`src/rtl/core/bopa_pkg.sv`:
```
package bopa_pkg;

    localparam int NUM_OBJECTS_DEF = 4;
    localparam int NULL_CODE_DEF   = 255;
    localparam int PRIORITY_LEVELS = 16;
    localparam int CFG_COUNT       = 4;
    localparam int ID_W            = 22;
    localparam int CFG_ADDR_W      = 2;
    localparam int SLOT_W          = 2;
    localparam int SLOT_IDX_W      = 4;
    localparam int ROW_W           = SLOT_W * PRIORITY_LEVELS;

    localparam logic [7:0] RESERVED_PRIORITY = 8'd6;

    typedef logic [SLOT_W-1:0] t_slot;
    typedef logic [ROW_W-1:0]  t_row;

    localparam t_slot SLOT_INACTIVE = 2'd0;
    localparam t_slot SLOT_ACTIVE   = 2'd1;
    localparam t_slot SLOT_NULL     = 2'd2;
    localparam t_row  ROW_ALL_NULL  = {PRIORITY_LEVELS{SLOT_NULL}};

    localparam logic [2:0] ACT_WRITE_PV  = 3'd0;
    localparam logic [2:0] ACT_WRITE_OOS = 3'd1;
    localparam logic [2:0] ACT_READ      = 3'd2;
    localparam logic [2:0] ACT_SYNC_IN   = 3'd3;
    localparam logic [2:0] ACT_SYNC_OUT  = 3'd4;

    localparam logic [1:0] KIND_ENUM  = 2'd0;
    localparam logic [1:0] KIND_NULL  = 2'd1;
    localparam logic [1:0] KIND_BOOL  = 2'd2;
    localparam logic [1:0] KIND_OTHER = 2'd3;

    localparam logic [2:0] ST_OK           = 3'd0;
    localparam logic [2:0] ST_UNKNOWN_OBJ  = 3'd1;
    localparam logic [2:0] ST_OUT_OF_RANGE = 3'd2;
    localparam logic [2:0] ST_DENIED       = 3'd3;
    localparam logic [2:0] ST_INVALID_TYPE = 3'd4;
    localparam logic [2:0] ST_NOT_ARRAY    = 3'd5;

    typedef struct packed {
        logic load;
        logic lookup;
        logic exec;
        logic resolve;
    } t_cmd;

    typedef struct packed {
        logic out_full;
    } t_stat;

endpackage

```
`src/rtl/core/bopa_ctrl.sv`:
```
module bopa_ctrl (
    input  logic           i_clk,
    input  logic           i_rst_n,
    input  logic           i_valid,
    output logic           o_ready,
    input  bopa_pkg::t_stat i_stat,
    output bopa_pkg::t_cmd  o_cmd
);

    localparam logic [1:0] S_IDLE    = 2'd0;
    localparam logic [1:0] S_LOOKUP  = 2'd1;
    localparam logic [1:0] S_EXEC    = 2'd2;
    localparam logic [1:0] S_RESOLVE = 2'd3;

    logic [1:0] r_state;
    logic [1:0] n_state;

    assign o_ready = (r_state == S_IDLE) && i_rst_n;

    always_comb begin
        n_state       = r_state;
        o_cmd         = '0;
        o_cmd.load    = i_valid && o_ready;
        unique case (r_state)
            S_IDLE: begin
                if (i_valid) n_state = S_LOOKUP;
            end
            S_LOOKUP: begin
                o_cmd.lookup = 1'b1;
                n_state      = S_EXEC;
            end
            S_EXEC: begin
                o_cmd.exec = 1'b1;
                n_state    = S_RESOLVE;
            end
            S_RESOLVE: begin
                if (!i_stat.out_full) begin
                    o_cmd.resolve = 1'b1;
                    n_state       = S_IDLE;
                end
            end
            default: n_state = S_IDLE;
        endcase
    end

    always_ff @(posedge i_clk) begin
        if (!i_rst_n) begin
            r_state <= S_IDLE;
        end else begin
            r_state <= n_state;
        end
    end

endmodule

```
`src/rtl/core/bopa_dp.sv`:
```
module bopa_dp #(
    parameter int NUM_OBJECTS = bopa_pkg::NUM_OBJECTS_DEF,
    parameter int NULL_CODE   = bopa_pkg::NULL_CODE_DEF
) (
    input  logic                              i_clk,
    input  logic                              i_rst_n,
    input  logic                              i_cfg_we,
    input  logic [bopa_pkg::CFG_ADDR_W-1:0]   i_cfg_addr,
    input  logic [bopa_pkg::ID_W-1:0]         i_cfg_wdata,
    input  logic [2:0]                        i_action,
    input  logic [bopa_pkg::ID_W-1:0]         i_instance_req,
    input  logic [7:0]                        i_priority_req,
    input  logic [1:0]                        i_value_kind,
    input  logic [7:0]                        i_value,
    input  logic                              i_array_index_given,
    input  logic [7:0]                        i_controller_value,
    input  bopa_pkg::t_cmd                    i_cmd,
    output bopa_pkg::t_stat                   o_stat,
    output logic                              o_valid,
    input  logic                              i_ready,
    output logic [2:0]                        o_status,
    output logic                              o_present_level,
    output logic [4:0]                        o_command_priority,
    output logic                              o_oos_flag,
    output logic                              o_drive_valid
);

    localparam int OBJ_W = (NUM_OBJECTS > 1) ? $clog2(NUM_OBJECTS) : 1;
    localparam int PL    = bopa_pkg::PRIORITY_LEVELS;

    logic [bopa_pkg::ID_W-1:0] r_id [0:bopa_pkg::CFG_COUNT-1];
    bopa_pkg::t_row            r_rows [0:NUM_OBJECTS-1];
    logic [NUM_OBJECTS-1:0]    r_flags;

    logic [2:0]                r_action;
    logic [bopa_pkg::ID_W-1:0] r_inst;
    logic [7:0]                r_prio;
    logic [1:0]                r_kind;
    logic [7:0]                r_value;
    logic                      r_arr;
    logic [7:0]                r_cv;

    logic                      r_found;
    logic [OBJ_W-1:0]          r_obj;
    logic [2:0]                r_st;
    logic                      r_drive;

    logic                      r_out_valid;
    logic [2:0]                r_o_status;
    logic                      r_o_level;
    logic [4:0]                r_o_prio;
    logic                      r_o_oos;
    logic                      r_o_drive;

    logic                        hit;
    logic [OBJ_W-1:0]            hit_obj;
    bopa_pkg::t_row              row_cur;
    bopa_pkg::t_row              n_row;
    logic                        flag_cur;
    logic                        n_flag;
    logic [2:0]                  n_st;
    logic                        n_drive;
    logic                        prio_ok;
    logic [bopa_pkg::SLOT_IDX_W-1:0] wr_idx;
    bopa_pkg::t_slot             cv_slot;
    logic                        res_level;
    logic [4:0]                  res_prio;

    // instance lookup, lowest object wins
    always_comb begin
        hit     = 1'b0;
        hit_obj = '0;
        for (int k = NUM_OBJECTS - 1; k >= 0; k--) begin
            if (r_id[k] == r_inst) begin
                hit     = 1'b1;
                hit_obj = OBJ_W'(k);
            end
        end
    end

    assign row_cur  = r_rows[r_obj];
    assign flag_cur = r_flags[r_obj];
    assign prio_ok  = (r_prio != 8'd0) && (r_prio <= 8'(PL));
    assign wr_idx   = bopa_pkg::SLOT_IDX_W'(r_prio - 8'd1);
    assign cv_slot  = (r_cv == 8'(NULL_CODE)) ? bopa_pkg::SLOT_NULL :
                      (r_cv == 8'd0)          ? bopa_pkg::SLOT_INACTIVE :
                                                bopa_pkg::SLOT_ACTIVE;

    // action decode and slot update
    always_comb begin
        n_row   = row_cur;
        n_flag  = flag_cur;
        n_st    = bopa_pkg::ST_OK;
        n_drive = 1'b0;
        if (r_arr && (r_action == bopa_pkg::ACT_WRITE_PV ||
                      r_action == bopa_pkg::ACT_WRITE_OOS ||
                      r_action == bopa_pkg::ACT_READ)) begin
            n_st = bopa_pkg::ST_NOT_ARRAY;
        end else begin
            unique case (r_action)
                bopa_pkg::ACT_WRITE_PV: begin
                    priority if (r_kind == bopa_pkg::KIND_ENUM) begin
                        priority if (prio_ok && r_prio != bopa_pkg::RESERVED_PRIORITY
                                     && r_value <= 8'd1) begin
                            n_row[{wr_idx, 1'b0} +: bopa_pkg::SLOT_W] =
                                bopa_pkg::t_slot'(r_value);
                        end else if (r_prio == bopa_pkg::RESERVED_PRIORITY) begin
                            n_st = bopa_pkg::ST_DENIED;
                        end else begin
                            n_st = bopa_pkg::ST_OUT_OF_RANGE;
                        end
                    end else if (r_kind == bopa_pkg::KIND_NULL) begin
                        if (prio_ok) begin
                            n_row[{wr_idx, 1'b0} +: bopa_pkg::SLOT_W] = bopa_pkg::SLOT_NULL;
                        end else begin
                            n_st = bopa_pkg::ST_OUT_OF_RANGE;
                        end
                    end else begin
                        n_st = bopa_pkg::ST_INVALID_TYPE;
                    end
                end
                bopa_pkg::ACT_WRITE_OOS: begin
                    if (r_kind != bopa_pkg::KIND_BOOL) begin
                        n_st = bopa_pkg::ST_INVALID_TYPE;
                    end else begin
                        n_flag = (r_value != 8'd0);
                        // back in service: the lowest-priority slot (priority 16) follows the controller
                        if (flag_cur && !n_flag) begin
                            n_row[bopa_pkg::ROW_W-1 -: bopa_pkg::SLOT_W] = cv_slot;
                        end
                    end
                end
                bopa_pkg::ACT_READ: begin
                end
                bopa_pkg::ACT_SYNC_IN: begin
                    if (!flag_cur) begin
                        n_row[bopa_pkg::ROW_W-1 -: bopa_pkg::SLOT_W] = cv_slot;
                    end
                end
                bopa_pkg::ACT_SYNC_OUT: begin
                    n_drive = !flag_cur;
                end
                default: n_st = bopa_pkg::ST_OUT_OF_RANGE;
            endcase
        end
    end

    // priority encode, priority 1 first
    always_comb begin
        res_level = 1'b0;
        res_prio  = 5'd0;
        for (int i = PL - 1; i >= 0; i--) begin
            if (row_cur[i*bopa_pkg::SLOT_W +: bopa_pkg::SLOT_W] != bopa_pkg::SLOT_NULL) begin
                res_level = (row_cur[i*bopa_pkg::SLOT_W +: bopa_pkg::SLOT_W] ==
                             bopa_pkg::SLOT_ACTIVE);
                res_prio  = 5'(i + 1);
            end
        end
    end

    always_ff @(posedge i_clk) begin
        if (!i_rst_n) begin
            for (int k = 0; k < bopa_pkg::CFG_COUNT; k++) begin
                r_id[k] <= bopa_pkg::ID_W'(k);
            end
            for (int k = 0; k < NUM_OBJECTS; k++) begin
                r_rows[k] <= bopa_pkg::ROW_ALL_NULL;
            end
            r_flags     <= '0;
            r_out_valid <= 1'b0;
        end else begin
            if (i_cfg_we) begin
                r_id[i_cfg_addr] <= i_cfg_wdata;
            end
            if (i_cmd.exec && r_found) begin
                r_rows[r_obj]  <= n_row;
                r_flags[r_obj] <= n_flag;
            end
            if (i_cmd.resolve) begin
                r_out_valid <= 1'b1;
            end else if (i_ready) begin
                r_out_valid <= 1'b0;
            end
        end
    end

    always_ff @(posedge i_clk) begin
        if (i_cmd.load) begin
            r_action <= i_action;
            r_inst   <= i_instance_req;
            r_prio   <= i_priority_req;
            r_kind   <= i_value_kind;
            r_value  <= i_value;
            r_arr    <= i_array_index_given;
            r_cv     <= i_controller_value;
        end
        if (i_cmd.lookup) begin
            r_found <= hit;
            r_obj   <= hit_obj;
        end
        if (i_cmd.exec) begin
            r_st    <= n_st;
            r_drive <= n_drive;
        end
        if (i_cmd.resolve) begin
            if (r_found) begin
                r_o_status <= r_st;
                r_o_level  <= res_level;
                r_o_prio   <= res_prio;
                r_o_oos    <= flag_cur;
                r_o_drive  <= r_drive;
            end else begin
                r_o_status <= bopa_pkg::ST_UNKNOWN_OBJ;
                r_o_level  <= 1'b0;
                r_o_prio   <= 5'd0;
                r_o_oos    <= 1'b0;
                r_o_drive  <= 1'b0;
            end
        end
    end

    assign o_stat.out_full    = r_out_valid && !i_ready;
    assign o_valid            = r_out_valid;
    assign o_status           = r_o_status;
    assign o_present_level    = r_o_level;
    assign o_command_priority = r_o_prio;
    assign o_oos_flag         = r_o_oos;
    assign o_drive_valid      = r_o_drive;

endmodule

```
`src/rtl/core/binary_output_priority_array.sv`:
```
// channel  | handshake           | payload
// request  | i_valid / o_ready   | i_action .. i_controller_value, one beat per item
// result   | o_valid / i_ready   | o_status .. o_drive_valid, one beat per item
// config   | i_cfg_we            | i_cfg_addr, i_cfg_wdata, no wait
//
// an item passes these steps in the block: capture at the accepting edge, instance
// lookup, slot update, priority encode into the output register, which drives the result
// a new item is accepted only when the four-state sequencer is back in its idle state
// a stalled result holds the sequencer in its encode state; the next item
// can be accepted while the result waits
// reset is synchronous, clears all slots to null and all objects to in service
module binary_output_priority_array #(
    parameter int NUM_OBJECTS = bopa_pkg::NUM_OBJECTS_DEF,
    parameter int NULL_CODE   = bopa_pkg::NULL_CODE_DEF
) (
    input  logic                            i_clk,
    input  logic                            i_rst_n,
    input  logic                            i_cfg_we,
    input  logic [bopa_pkg::CFG_ADDR_W-1:0] i_cfg_addr,
    input  logic [bopa_pkg::ID_W-1:0]       i_cfg_wdata,
    input  logic                            i_valid,
    output logic                            o_ready,
    input  logic [2:0]                      i_action,
    input  logic [bopa_pkg::ID_W-1:0]       i_instance_req,
    input  logic [7:0]                      i_priority_req,
    input  logic [1:0]                      i_value_kind,
    input  logic [7:0]                      i_value,
    input  logic                            i_array_index_given,
    input  logic [7:0]                      i_controller_value,
    output logic                            o_valid,
    input  logic                            i_ready,
    output logic [2:0]                      o_status,
    output logic                            o_present_level,
    output logic [4:0]                      o_command_priority,
    output logic                            o_oos_flag,
    output logic                            o_drive_valid
);

    bopa_pkg::t_cmd  cmd;
    bopa_pkg::t_stat stat;

    bopa_ctrl u_ctrl (
        .i_clk   (i_clk),
        .i_rst_n (i_rst_n),
        .i_valid (i_valid),
        .o_ready (o_ready),
        .i_stat  (stat),
        .o_cmd   (cmd)
    );

    bopa_dp #(
        .NUM_OBJECTS (NUM_OBJECTS),
        .NULL_CODE   (NULL_CODE)
    ) u_dp (
        .i_clk               (i_clk),
        .i_rst_n             (i_rst_n),
        .i_cfg_we            (i_cfg_we),
        .i_cfg_addr          (i_cfg_addr),
        .i_cfg_wdata         (i_cfg_wdata),
        .i_action            (i_action),
        .i_instance_req      (i_instance_req),
        .i_priority_req      (i_priority_req),
        .i_value_kind        (i_value_kind),
        .i_value             (i_value),
        .i_array_index_given (i_array_index_given),
        .i_controller_value  (i_controller_value),
        .i_cmd               (cmd),
        .o_stat              (stat),
        .o_valid             (o_valid),
        .i_ready             (i_ready),
        .o_status            (o_status),
        .o_present_level     (o_present_level),
        .o_command_priority  (o_command_priority),
        .o_oos_flag          (o_oos_flag),
        .o_drive_valid       (o_drive_valid)
    );

endmodule

```
`config.mk`:
```
export PLATFORM = sky130hd
export DESIGN_NAME = binary_output_priority_array
export DESIGN_NICKNAME = d
export VERILOG_FILES = /design/src/rtl/core/bopa_pkg.sv /design/src/rtl/core/bopa_ctrl.sv /design/src/rtl/core/bopa_dp.sv /design/src/rtl/core/binary_output_priority_array.sv
export SDC_FILE = /design/constraint.sdc
export NUM_CORES = 1
export LEC_CHECK = 0
export ABC_CLOCK_PERIOD_IN_PS = 5400
export BUFFER_PORTS_ARGS = -buffer_cell sky130_fd_sc_hd__buf_2
export CAP_MARGIN = 10
export CORE_UTILIZATION = 60
export DETAILED_ROUTE_END_ITERATION = 8
export PLACE_DENSITY = 0.85
export SLEW_MARGIN = 20
export SYNTH_ARGS = -nofsm -noshare
export SYNTH_HDL_FRONTEND = slang
export SYNTH_SLANG_ARGS = --single-unit
```
`constraint.sdc`:
```
create_clock -name i_clk -period 5.4 [get_ports i_clk]
set_input_delay 1.08 -clock i_clk [delete_from_list [all_inputs] [get_ports i_clk]]
set_output_delay 1.08 -clock i_clk [all_outputs]
set_load 0.01 [all_outputs]
```
==> flow_metrics.tcl <==
set metrics [dict create \
    outcome "complete, no violations" \
    synth-edff-count 286 \
    fin_skew_ns 0.01679 \
    antenna_left 0 \
    io_pins 94 \
    p_sw_mw 1.715 \
    p_seq_share_pct 48.1 \
    place_area_mm2 0.01534 \
    cts_tree "built" \
    detail_route.wl_per_cell_um 23.39 \
    synthCells 1127 \
    diodes 0 \
    ys_warn_count 0 \
    globalplace.congestion 1.018 \
    synthesis.nets 1218 \
    syn-cell-area_mm2 0.01451 \
    port_buffers 93 \
    ys_ff_latch 293 \
    fin_util_pct 68.98 \
    slew_headroom_pct 27.91 \
    avgViaCountPerCell 6.443 \
    cts_sinks 293 \
    design.die.area_mm2 0.02480 \
    hold_viol 0 \
    drc 0 \
    ys_seq_area_share_pct 60.17 \
    post_cts_resized 0 \
    drt-total-wl_um 36550 \
    finalSetupViolCount 0 \
    power_frac_comb_pct 18.8 \
    avgSynthCellArea_um2 12.87 \
    grt_pass1_wl_um 55340 \
    core_mm2 0.02361 \
    cts_buffer_depth 3 \
    antenna_found_initial 0 \
    rows 56 \
    clockPowerShare_pct 33.1 \
    grt_pass1_vias 9779 \
    cp-start-kind "flop" \
    p_int_mw 4.183 \
    synthArstFlopShare_pct 0 \
    min_path_type "flop to flop" \
    grt_max_degree 53 \
    ys_types 84 \
    dieHeight_um 157.5 \
    drt-initial-drc-count 1395 \
    max_cap_viol_count 0 \
    dp_hpwl_um 24990 \
    fin_setup_tns_ns 0 \
    cts_inserted_buffers 31 \
    period_share_pct 67.82 \
    fmax_mhz 273.1 \
    worstMarginPinSlew_ns 1.081 \
    final_nets 1311 \
    swShare_pct 29.08 \
    clkSlewWorstSetupHoldPaths_ns 0.06 \
    grt_use_total_pct 30.19 \
    post_cts_buffers 0 \
    cts_root_buffer "clkbuf_16" \
    start_util_pct 61.43 \
    min_period_ns 3.662 \
    chipWidth_um 157.5 \
    gr-total-overflow 0 \
    cellLeakagePower_nw 5.486 \
    ir_drop_v 0.0002754 \
    num-fill-cells 1577 \
    synthFlopType "edfxtp_1" \
    cts.hold.buffers_added 0 \
    crit_type "flop to flop" \
    stdcell_area_mm2 0.01629 \
    via_count 10070 \
    slew_viol_final 0 \
    insertion_delay_ns 0.57 \
    area_delta_synth_final_pct 12.28 \
    powerDensity_mw_per_mm2 362.1 \
    critPathArrivalTime_ns 3.98 \
    required_ns 5.72 \
    rsz0062_at_grt "no" \
    drtPass1Iterations 7 \
    endpoint_kind "flop" \
    htreeDepth 1 \
    drive_gt1_share_pct 18.57 \
    cp_max_fo 13 \
]
==> through the flow <==
step / setup WS (ns) / instances / hold WS (ns) / power (mW)
after floorplan: 1.270 / 1127 / 0.4421 / 3.592
after global placement: 1.682 / 1506 / 0.4567 / 3.932
after detailed placement: 1.638 / 1506 / 0.4789 / 3.965
after CTS: 1.862 / 1563 / 0.4899 / 5.896
after global routing: 1.660 / 1563 / 0.5128 / 6.087
final: 1.738 / 1563 / 0.4870 / 5.898
==> synthesized netlist by cell type, drive strengths merged (5+ instances only) <==
master | number | share of area [%]
nor4 | 32 | 1.5
o211ai | 6 | 0.31
dfxtp | 7 | 0.97
or2 | 12 | 0.52
ha | 10 | 0.86
xnor2 | 32 | 2.0
o21a | 6 | 0.31
inv | 27 | 0.70
nand2b | 28 | 1.2
xor2 | 63 | 3.8
a21oi | 27 | 0.93
nor2b | 18 | 0.78
clkbuf | 35 | 0.91
o31ai | 7 | 0.40
o21ai | 41 | 1.4
a31oi | 10 | 0.43
mux2i | 6 | 0.41
o31a | 5 | 0.30
edfxtp | 286 | 59
a21o | 5 | 0.26
and2 | 75 | 3.2
nand3 | 25 | 0.90
nand4 | 29 | 1.4
nor2 | 72 | 1.9
nand2 | 77 | 2.0
buf | 14 | 0.56
and3 | 36 | 1.6
or3 | 6 | 0.29
mux4 | 32 | 5.0
a211oi | 7 | 0.43
nor3 | 26 | 1.1
==> flip-flops by register name, indices dropped and copies added (netlist names) <==
name	count
u_dp.r_obj	2
u_dp.r_prio	8
u_dp.o_present_level	1
u_dp.o_oos_flag	1
u_dp.o_command_priority	5
u_dp.r_arr	1
u_dp.o_valid	1
u_dp.r_found	1
u_dp.r_cv	8
u_dp.r_rows	128
u_dp.r_inst	22
u_ctrl.r_state	2
u_dp.r_kind	2
u_dp.r_drive	1
u_dp.r_action	3
u_dp.o_drive_valid	1
u_dp.r_value	8
u_dp.r_flags	4
u_dp.o_status	3
u_dp.r_id	88
u_dp.r_st	3
==> routing by layer <==
layer | vias to the layer above | routed length [um] | GRT usage, %
li1 | 4451 | - | -
met1 | 4912 | 13790 | 39.20
met2 | 599 | 17600 | 50.13
met3 | 108 | 3623 | 5.672
met4 | 0 | 1536 | 12.25
met5 | - | 0 | 0
==> kinds of logic (layout without fill, tap and decap cells) <==
group | after synthesis | in the layout | share of synthesized area [%]
buffers and inverters | 76 | 193 | 2.165
AND/OR/NAND/NOR | 454 | 454 | 17.52
multiplexers | 40 | 40 | 5.538
AO/OA/AOI/OAI | 158 | 158 | 7.738
adder cells (fa/ha/maj) | 10 | 10 | 0.8626
XOR/XNOR | 96 | 96 | 6.004
flip-flops | 293 | 293 | 60.17
==> area by class of cell <==
type	instances	area [um2]	area share [%]
clock inverters	14	93.84	0.5762
inverters	27	101.3	0.6223
repair buffers	109	598.1	3.672
multi-input cells	758	5525	33.92
well taps	319	399.1	2.451
clock buffers	43	840.8	5.162
flip-flops and latches	293	8728	53.59
==> placed cells by master (no fill, tap or decap), types with 4 or more instances in the layout <==
master,n
a31oi_1,10
o31a_1,5
clkbuf_1,10
clkinv_1,7
buf_2,93
clkbuf_16,31
nor2_1,71
o21a_1,6
nor4_1,29
nor3_1,20
a211oi_1,5
mux2i_1,6
nand3_1,24
dfxtp_1,7
or2_2,8
and2_1,75
nand2_1,77
or3_1,5
ha_1,10
edfxtp_1,286
mux4_2,32
buf_4,15
or2_1,4
nand2b_1,26
a21oi_1,27
nor3_2,4
inv_1,27
nor2b_1,17
a21o_1,5
and3_1,35
o21ai_1,6
xnor2_1,30
o21ai_0,33
xor2_1,63
o211ai_1,6
nand4_1,26
o31ai_1,5
==> path summary, 6_finish.rpt <==
check                  start            endpoint  cells after the start  slack [ns]
max reg2reg   u_dp.r_prio[0]  u_dp.r_rows[0][20]                      8        1.74
min reg2reg  u_dp.r_flags[0]     u_dp.r_flags[0]                      2        0.49
max           u_dp.r_prio[0]  u_dp.r_rows[0][20]                      8        1.74
min          u_dp.r_flags[0]     u_dp.r_flags[0]                      2        0.49
==> power by group through the flow <==
| stage | combinational [mW] | sequential, mW | clock, mW |
|---|---|---|---|
| floorplan | 0.771 | 2.82 | 0 |
| global placement | 1.06 | 2.87 | 0 |
| detailed placement | 1.08 | 2.88 | 0 |
| CTS | 1.09 | 2.84 | 1.97 |
| global route | 1.19 | 2.85 | 2.05 |
| finish | 1.11 | 2.84 | 1.95 |
==> critical path: stages (launching register included) <==
cell and delay (ns):
edfxtp_1 0.57, inv_1 0.17, ha_1 0.34, nor3b_2 0.23, xnor2_2 0.46, nand4_1 0.74
o31ai_1 0.51, a32oi_1 0.15, and2_1 0.24
No activity file was read; power rests on OpenSTA's default activity.
